`config.mk`:
```
export PLATFORM = sky130hd
export DESIGN_NAME = vdit_ctrl
export DESIGN_NICKNAME = d
export VERILOG_FILES = /design/src/hdl/vdit_pkg.sv /design/src/hdl/vdit_ctrl.sv
export SDC_FILE = /design/constraint.sdc
export NUM_CORES = 1
export LEC_CHECK = 0
export BUFFER_PORTS_ARGS = -buffer_cell sky130_fd_sc_hd__buf_2
export CAP_MARGIN = 20
export CORE_AREA = 2 2 39 41
export CTS_CLUSTER_SIZE = 25
export DETAILED_ROUTE_END_ITERATION = 7
export DIE_AREA = 0 0 41 43
export MAX_ROUTING_LAYER = met4
export PLACE_DENSITY_LB_ADDON = 0.25
export SYNTH_ARGS = -nofsm -noshare
export SYNTH_HDL_FRONTEND = slang
export SYNTH_SLANG_ARGS = --single-unit
```
`constraint.sdc`:
```
create_clock -name i_clk -period 4.64 [get_ports i_clk]
set_clock_uncertainty 0.2 [all_clocks]
set_input_delay 0.232 -clock i_clk [delete_from_list [all_inputs] [get_ports i_clk]]
set_output_delay 0.232 -clock i_clk [all_outputs]
set_load 0.005 [all_outputs]
```
`src/hdl/vdit_pkg.sv`:
```
package vdit_pkg;

    // table size and derived widths
    localparam int MAX_VERTICES = 1024;
    localparam int IDX_W        = $clog2(MAX_VERTICES);
    localparam int CNT_W        = IDX_W + 1;
    localparam int COORD_W      = 32;
    localparam int KEY_W        = 3 * COORD_W;
    localparam int CMD_W        = 2;
    localparam int STATUS_W     = 2;

    // command codes of an input word
    localparam logic [CMD_W-1:0] CMD_CLEAR  = 2'd0;
    localparam logic [CMD_W-1:0] CMD_VERTEX = 2'd1;
    localparam logic [CMD_W-1:0] CMD_CORNER = 2'd2;

    // status codes of a result word
    localparam logic [STATUS_W-1:0] ST_OK     = 2'd0;
    localparam logic [STATUS_W-1:0] ST_FULL   = 2'd1;
    localparam logic [STATUS_W-1:0] ST_UNSEEN = 2'd2;

    // controller states
    typedef enum logic [3:0] {
        S_IDLE = 4'b0001,
        S_EXEC = 4'b0010,
        S_SCAN = 4'b0100,
        S_RESP = 4'b1000
    } t_state;

    // kind of result word to build at commit
    typedef enum logic [2:0] {
        K_CLEAR  = 3'd0,
        K_FULL   = 3'd1,
        K_UNSEEN = 3'd2,
        K_VERTEX = 3'd3,
        K_CORNER = 3'd4
    } t_res_kind;

    // controller to datapath
    typedef struct packed {
        logic      load;
        logic      scan_start;
        logic      scan_run;
        logic      commit;
        t_res_kind kind;
    } t_ctrl_cmd;

    // datapath to controller
    typedef struct packed {
        logic [CMD_W-1:0] cmd;
        logic             full;
        logic             corner_bad;
        logic             distinct_zero;
        logic             scan_hit;
        logic             scan_end;
        logic             out_free;
    } t_dp_stat;

endpackage

```
`src/hdl/vdit_ctrl.sv`:
```
module vdit_ctrl (
    input  logic                 i_clk,
    input  logic                 i_rst_n,
    input  logic                 i_in_valid,
    output logic                 o_in_ready,
    input  vdit_pkg::t_dp_stat   i_stat,
    output vdit_pkg::t_ctrl_cmd  o_ctrl
);

    vdit_pkg::t_state    r_state;
    vdit_pkg::t_state    n_state;
    vdit_pkg::t_res_kind r_kind;
    vdit_pkg::t_res_kind n_kind;

    // next state and commands
    always_comb begin
        n_state           = r_state;
        n_kind            = r_kind;
        o_in_ready        = 1'b0;
        o_ctrl.load       = 1'b0;
        o_ctrl.scan_start = 1'b0;
        o_ctrl.scan_run   = 1'b0;
        o_ctrl.commit     = 1'b0;
        o_ctrl.kind       = r_kind;
        case (r_state)
            vdit_pkg::S_IDLE: begin
                o_in_ready  = 1'b1;
                o_ctrl.load = i_in_valid;
                if (i_in_valid) begin
                    n_state = vdit_pkg::S_EXEC;
                end
            end
            vdit_pkg::S_EXEC: begin
                case (i_stat.cmd)
                    vdit_pkg::CMD_CLEAR: begin
                        n_kind  = vdit_pkg::K_CLEAR;
                        n_state = vdit_pkg::S_RESP;
                    end
                    vdit_pkg::CMD_VERTEX: begin
                        o_ctrl.scan_start = 1'b1;
                        if (i_stat.full) begin
                            n_kind  = vdit_pkg::K_FULL;
                            n_state = vdit_pkg::S_RESP;
                        end else if (i_stat.distinct_zero) begin
                            n_kind  = vdit_pkg::K_VERTEX;
                            n_state = vdit_pkg::S_RESP;
                        end else begin
                            n_kind  = vdit_pkg::K_VERTEX;
                            n_state = vdit_pkg::S_SCAN;
                        end
                    end
                    vdit_pkg::CMD_CORNER: begin
                        n_kind  = i_stat.corner_bad ? vdit_pkg::K_UNSEEN
                                                    : vdit_pkg::K_CORNER;
                        n_state = vdit_pkg::S_RESP;
                    end
                    default: begin
                        // unused command: no result word
                        n_state = vdit_pkg::S_IDLE;
                    end
                endcase
            end
            vdit_pkg::S_SCAN: begin
                o_ctrl.scan_run = 1'b1;
                if (i_stat.scan_hit || i_stat.scan_end) begin
                    n_state = vdit_pkg::S_RESP;
                end
            end
            vdit_pkg::S_RESP: begin
                if (i_stat.out_free) begin
                    o_ctrl.commit = 1'b1;
                    n_state       = vdit_pkg::S_IDLE;
                end
            end
            default: begin
                n_state = vdit_pkg::S_IDLE;
            end
        endcase
    end

    // state register
    always_ff @(posedge i_clk) begin
        if (!i_rst_n) begin
            r_state <= vdit_pkg::S_IDLE;
            r_kind  <= vdit_pkg::K_CLEAR;
        end else begin
            r_state <= n_state;
            r_kind  <= n_kind;
        end
    end

endmodule

```
==> results of run 1 <==
## area by class of cell
cell class	instances	share of cell area [%]
well taps	16	3.49
multi-input cells	37	47.1
clock inverters	1	0.871
repair buffers	18	15.7
inverters	7	4.58
clock buffers	3	3.92
flip-flops and latches	7	24.4
## worst max path at each step
stage | startpoint | end | cells past startpoint
2_1_floorplan | r_state[3]$_SDFFE_PN0P_ | r_kind[2]$_SDFFE_PN0P_ | 4
3_3_place_gp | r_state[3]$_SDFFE_PN0P_ | r_kind[2]$_SDFFE_PN0P_ | 3
3_5_place_dp | r_state[3]$_SDFFE_PN0P_ | r_kind[2]$_SDFFE_PN0P_ | 3
4_1_cts | r_state[3]$_SDFFE_PN0P_ | o_ctrl[5] | 3
5_1_grt | r_state[3]$_SDFFE_PN0P_ | o_ctrl[5] | 3
6_report | r_state[3]$_SDFFE_PN0P_ | o_ctrl[5] | 3
## power by group through the flow
stage	logic, mW	registers [mW]	clock network, mW
global placement	0.0241	0.0655	0
global route	0.0277	0.0648	0.0619
detailed placement	0.0241	0.0658	0
CTS	0.0243	0.0644	0.0576
floorplan	0.0138	0.0652	0
finish	0.0240	0.0644	0.0552
## cells in the final DEF (no fill, tap or decap), drive strengths merged, types with 2 or more instances in the layout
| master | instances |
|---|---|
| nor4b | 2 |
| dfxtp | 7 |
| o21ai | 4 |
| ha | 4 |
| or4b | 3 |
| a21oi | 3 |
| buf | 18 |
| inv | 7 |
| clkbuf | 3 |
| nor2 | 6 |
## per-layer routing
metal | routed length, µm | up-vias | global-route usage (%)
li1 | - | 232 | -
met1 | 427 | 197 | 14.6
met2 | 435 | 18 | 17.8
met3 | 65 | 0 | 3.14
met4 | 0 | 0 | 8.00
met5 | 0 | - | -
## registers in the layout, summed over array words and instances, names as in the netlist
register / cells
r_kind: 3
r_state: 4
## synthesized netlist by cell type (2+ instances only)
cell type  count
ha_1           4
inv_1          7
nor2_1         6
dfxtp_1        7
a21oi_1        3
or4b_1         2
o21ai_0        4
nor4b_1        2
## cells by family after synthesis
group                    count (synthesis)
AND/OR/NAND/NOR                         19
XOR/XNOR                                 1
flip-flops                               7
buffers and inverters                    9
AO/OA/AOI/OAI                           13
adder cells (fa/ha/maj)                  4
## per-stage QoR
stage / power, mW / instances / instance area [µm²]
floorplan: 0.0789 / 53 / 445
global placement: 0.0896 / 85 / 547
detailed placement: 0.0899 / 85 / 547
CTS: 0.146 / 89 / 574
global route: 0.154 / 89 / 574
finish: 0.144 / 89 / 574
## critical path: stages, from the launching register on
cell	delay, ns
dfxtp_1	0.35
or4b_1	0.70
nor2_1	0.15
buf_2	0.12
==> impl_metrics.csv, run 1 <==
group,metric,value,unit
synthesis,synthAdderAreaFrac,11.2,%
die,start_util,32.2,%
timing,period_share,43.3,%
power,power_leakage,0.283,nW
power,p_int,106,µW
clock_tree,hold_buffers,0,
power,switching_share,26.5,%
route,vias_per_cell,5.02,
synthesis,syn-cell-area,445,µm²
die,die_w,41,µm
layout,nets,89,
synthesis,synth_compound_area_share,19.7,%
timing,final.setup.worst_slack,2.63,ns
power,p_per_area,250,nW/µm²
route,drtPass1Iterations,4,
synthesis,synth_cells,53,
grt,grt_pass1_vias,368,
timing,drv_slew,0,
synthesis,yosys.area_share.simple,27.8,%
power,p_sw,38.0,µW
route,drtAntennaViolNets,0,
hold_path,worstHoldStart,"i_rst_n",
clock_tree,post_cts_buffers,0,
placed_design,place_congestion,0.744,
placed_design,place_ws,2.70,ns
timing,hold_ws,0.0138,ns
synthesis,synth_edf_count,0,
synthesis,ys_seq_elements,7,
synthesis,yosysSeqAreaShare,31.5,%
grt,grt_max_degree,11,
placed_design,port_buffers,18,
layout,fin_util,41.5,%
worst_setup_path,required,4.21,ns
timing,period_needed,2.01,ns
worst_setup_path,critPathMaxFanout,10,
timing,worstMarginPinSlew,0.504,ns
route,drc,0,
grt,track_usage,12.4,%
worst_setup_path,r2r_start,"r_state[3]$_SDFFE_PN0P_",
worst_setup_path,worst-setup-path-type,"reg -> out",
route,via_count,447,
die,num_io_pins,19,
die,core_area,1380,µm²
worst_setup_path,reg2regPathDepth,3,
hold_path,holdPathStages,2,
clock_tree,clock_sink_count,7,
timing,finalSetupTns,0,ns
grt,grt_remaining_overflow,0,
synthesis,ys_types,26,
clock_tree,tritoncts,"built",
layout,multiInputGateArea,270,µm²
power,combPwrFrac,16.7,%
clock_tree,htree_levels,1,
clock_tree,clock_latency,0.25,ns
clock_tree,cts_buffers,3,
layout,drive_gt1_share,31.5,%
clock_tree,clockBufferDepth,2,
die,num_rows,14,
power,ir_worst_vdd,0.103,mV
timing,finalHoldViolCount,0,
timing,slew_headroom,65.9,%
timing,setup_violations,0,
route,drt-wirelength-per-cell,10.4,µm
synthesis,synth_top_family_by_area,"simple AND/OR/NAND/NOR gates",
grt,antenna_found_initial,0,
worst_setup_path,arrival,1.58,ns
synthesis,yosys.area.top_type,"dfxtp_1",
worst_setup_path,ff2ff_setup_slack,2.66,ns
synthesis,synth_xor_area_share,1.97,%
die,die_h,43,µm
layout,area_delta_synth_final,28.9,%
route,drt-initial-drc-count,7,
synthesis,synth_ff_type,"dfxtp_1",
synthesis,synth.area.mux_share,0,%
worst_setup_path,startpoint_type,"flop",
synthesis,syn_area_per_cell,8.40,µm²
layout,fillers,144,
timing,max_freq,0.498,GHz
die,dieArea,1760,µm²
synthesis,yosys_warnings,0,
grt,grt_pass1_wl,1400,µm
placed_design,hpwl,731,µm
layout,antenna_cells,0,
power,p_seq_share,44.9,%
power,pwr-share-clk,38.4,%
status,status,"completed",
layout,seq_area,140,µm²
job,drv_cap,0,
worst_setup_path,regToRegEndpoint,"r_kind[2]$_SDFFE_PN0P_",
worst_setup_path,end_kind,"output pin",
clock_tree,cts_resized,0,
clock_tree,path_clk_slew,0.06,ns
synthesis,synth_top_area_share,31.5,%
timing,rsz0062_at_grt,"no",
synthesis,ys_top_cells_by_area,"dfxtp_1 31%, ha_1 11%, inv_1 5.9%",
route,drt-total-wl,928,µm
hold_path,hold_class,"in -> reg",
synthesis,synth_fp_nets,68,
clock_tree,cts-root-buf,"clkbuf_4",
synthesis,ys_async_sr_fraction,0,%
hold_path,hold_end,"r_state[0]$_SDFFE_PN1P_",
(Power assumes the default switching activity.)
==> inputs of run 2 (changes only) <==
- clock period: 4.64 -> 1.7 ns (I/O delays scaled with it)
==> run 2 against run 1 <==
Effect of this change:
- the run now ends with setup timing left
- sequential power increased to 2.7 times the previous value
- cell area increased by 41%
- setup slack got worse by 2.7 ns
- clock-buffer cell count increased by 1
- first-iteration DRC count decreased by 71%
==> impl_metrics.csv, run 2 (same netlist as run 1, synthesis figures left out) <==
group,metric,value,unit
hold_path,worstHoldStart,"i_stat[5]",
worst_setup_path,critPathLaunch,"r_state[0]$_SDFFE_PN1P_",
timing,worstMarginPinSlew,0.397,ns
worst_setup_path,startpoint_type,"flop",
timing,rsz0062_at_grt,"yes",
worst_setup_path,cp.buffers_inverters,0,
grt,grt_pass1_wl,1700,µm
layout,reg.largest.list,"r_state (4), r_kind (3)",
grt,grt_pass1_vias,474,
worst_setup_path,required,1.69,ns
clock_tree,clockBufferDepth,2,
timing,period_share,104,%
power,ir_worst_vdd,0.330,mV
worst_setup_path,end_kind,"flop",
clock_tree,tritoncts,"built",
timing,finalHoldViolCount,0,
die,dieArea,1760,µm²
die,num_io_pins,19,
die,num_rows,14,
clock_tree,cts-root-buf,"clkbuf_4",
power,power_leakage,0.385,nW
worst_setup_path,critPathMaxStageDelay,0.55,ns
layout,area_delta_synth_final,81.7,%
timing,max_freq,0.568,GHz
layout,fillers,136,
layout,final_cell_count_no_fill,105,
clock_tree,clock_sink_count,7,
timing,final.setup.worst_slack,-0.0620,ns
placed_design,hpwl,822,µm
grt,grt_max_degree,10,
layout,seq_area,143,µm²
route,drtAntennaViolNets,0,
die,die_h,43,µm
hold_path,hold_class,"in -> reg",
worst_setup_path,path_cells,"or4b_4 -> or4b_1 -> a21oi_1",
clock_tree,cts_buffers,3,
placed_design,place_ws,-0.0460,ns
power,p_per_area,572,nW/µm²
route,drt-wirelength-per-cell,12.3,µm
placed_design,dpl.cell_count,94,
timing,slew_headroom,73.2,%
route,vias_per_cell,4.94,
status,violations,"setup timing",
worst_setup_path,arrival,1.75,ns
layout,top_register,"r_state",
placed_design,place_congestion,0.730,
grt,grt_remaining_overflow,0,
layout,final_common_cell,"buf_2",
placed_design,port_buffers,18,
die,die_w,41,µm
layout,largest_reg_flops,4,
worst_setup_path,critPathMaxFanout,3,
route,drt-initial-drc-count,2,
grt,antenna_found_initial,0,
worst_setup_path,slowest_stage,"or4b_4",
layout,antenna_cells,0,
clock_tree,path_clk_slew,0.05,ns
layout,final_cell_mix,"16 x buf_2, 7 x buf_6, 6 x inv_1, 6 x dlygate4sd3_1",
grt,track_usage,15.2,%
worst_setup_path,path_delay_family,"simple AND/OR/NAND/NOR gates",
clock_tree,htree_levels,1,
layout,fin_util,58.5,%
status,status,"complete, but fails checks",
route,via_count,519,
route,drc,0,
worst_setup_path,r2r_start,"r_state[0]$_SDFFE_PN1P_",
die,core_area,1380,µm²
worst_setup_path,worst-setup-path-type,"reg -> reg",
route,drtPass1Iterations,4,
route,drt-total-wl,1300,µm
die,start_util,32.2,%
job,drv_cap,0,
layout,multiInputGateArea,338,µm²
clock_tree,clock_latency,0.25,ns
timing,period_needed,1.76,ns
layout,drive_gt1_share,51.7,%
timing,setup_violations,4,
timing,drv_slew,0,
layout,nets,105,
[run 2: power breakdown]
part | leakage (nW) | switching [mW] | internal [mW] | total (mW)
sequential | 0.0571 | 0.00326 | 0.170 | 0.174
combinational | 0.313 | 0.0555 | 0.0824 | 0.138
clock | 0.0150 | 0.0618 | 0.0896 | 0.151
total | 0.385 | 0.121 | 0.342 | 0.463
[run 2: through the flow]
stage               total power, mW  instance area [µm²]  hold slack (ns)  setup TNS, ns
finish                        0.463                  810           0.0525         -0.132
floorplan                     0.217                  453          -0.0365         -0.116
detailed placement            0.262                  616            0.142        -0.0854
global placement              0.261                  616            0.138        -0.0880
global route                  0.495                  810           0.0792         -0.453
CTS                           0.428                  716           0.0241        -0.0361
[run 2: area by class of cell]
type	count	area share, %
clock buffers	4	3.25
inverters	7	3.25
multi-input cells	37	41.7
flip-flops and latches	7	17.6
well taps	16	2.47
repair buffers	34	31.7
[run 2: per-layer routing]
metal / up-vias / GRT usage, % / wire length (µm)
met1: 239 / 16.0 / 526
met5: - / - / 0
met4: 0 / 10.0 / 14
li1: 262 / - / -
met2: 16 / 23.1 / 701
met3: 2 / 4.71 / 55
[run 2: worst paths after layout]
path / cells past startpoint / slack, ns / to
setup / recovery: 3 / -0.06 / r_kind[2]$_SDFFE_PN0P_
hold / removal: 4 / 0.05 / r_kind[1]$_SDFFE_PN0P_
setup reg to reg: 3 / -0.06 / r_kind[2]$_SDFFE_PN0P_
hold reg to reg: 2 / 0.27 / r_kind[1]$_SDFFE_PN0P_
[run 2: tightest hold or removal path, stage by stage]
cell and delay (ns):
buf_2 0.09, nand2b_1 0.10, a2111o_1 0.13, a21oi_1 0.05
[run 2: repair_timing]
action | in CTS | in global routing
gates cloned | 0 | 0
endpoints found under the setup margin | 7 | 7
buffers inserted | 0 | 1
gates resized for setup | 5 | 17
pin swaps | 2 | 3
endpoints found under the hold margin | 7 | 1
hold buffers | 5 | 1
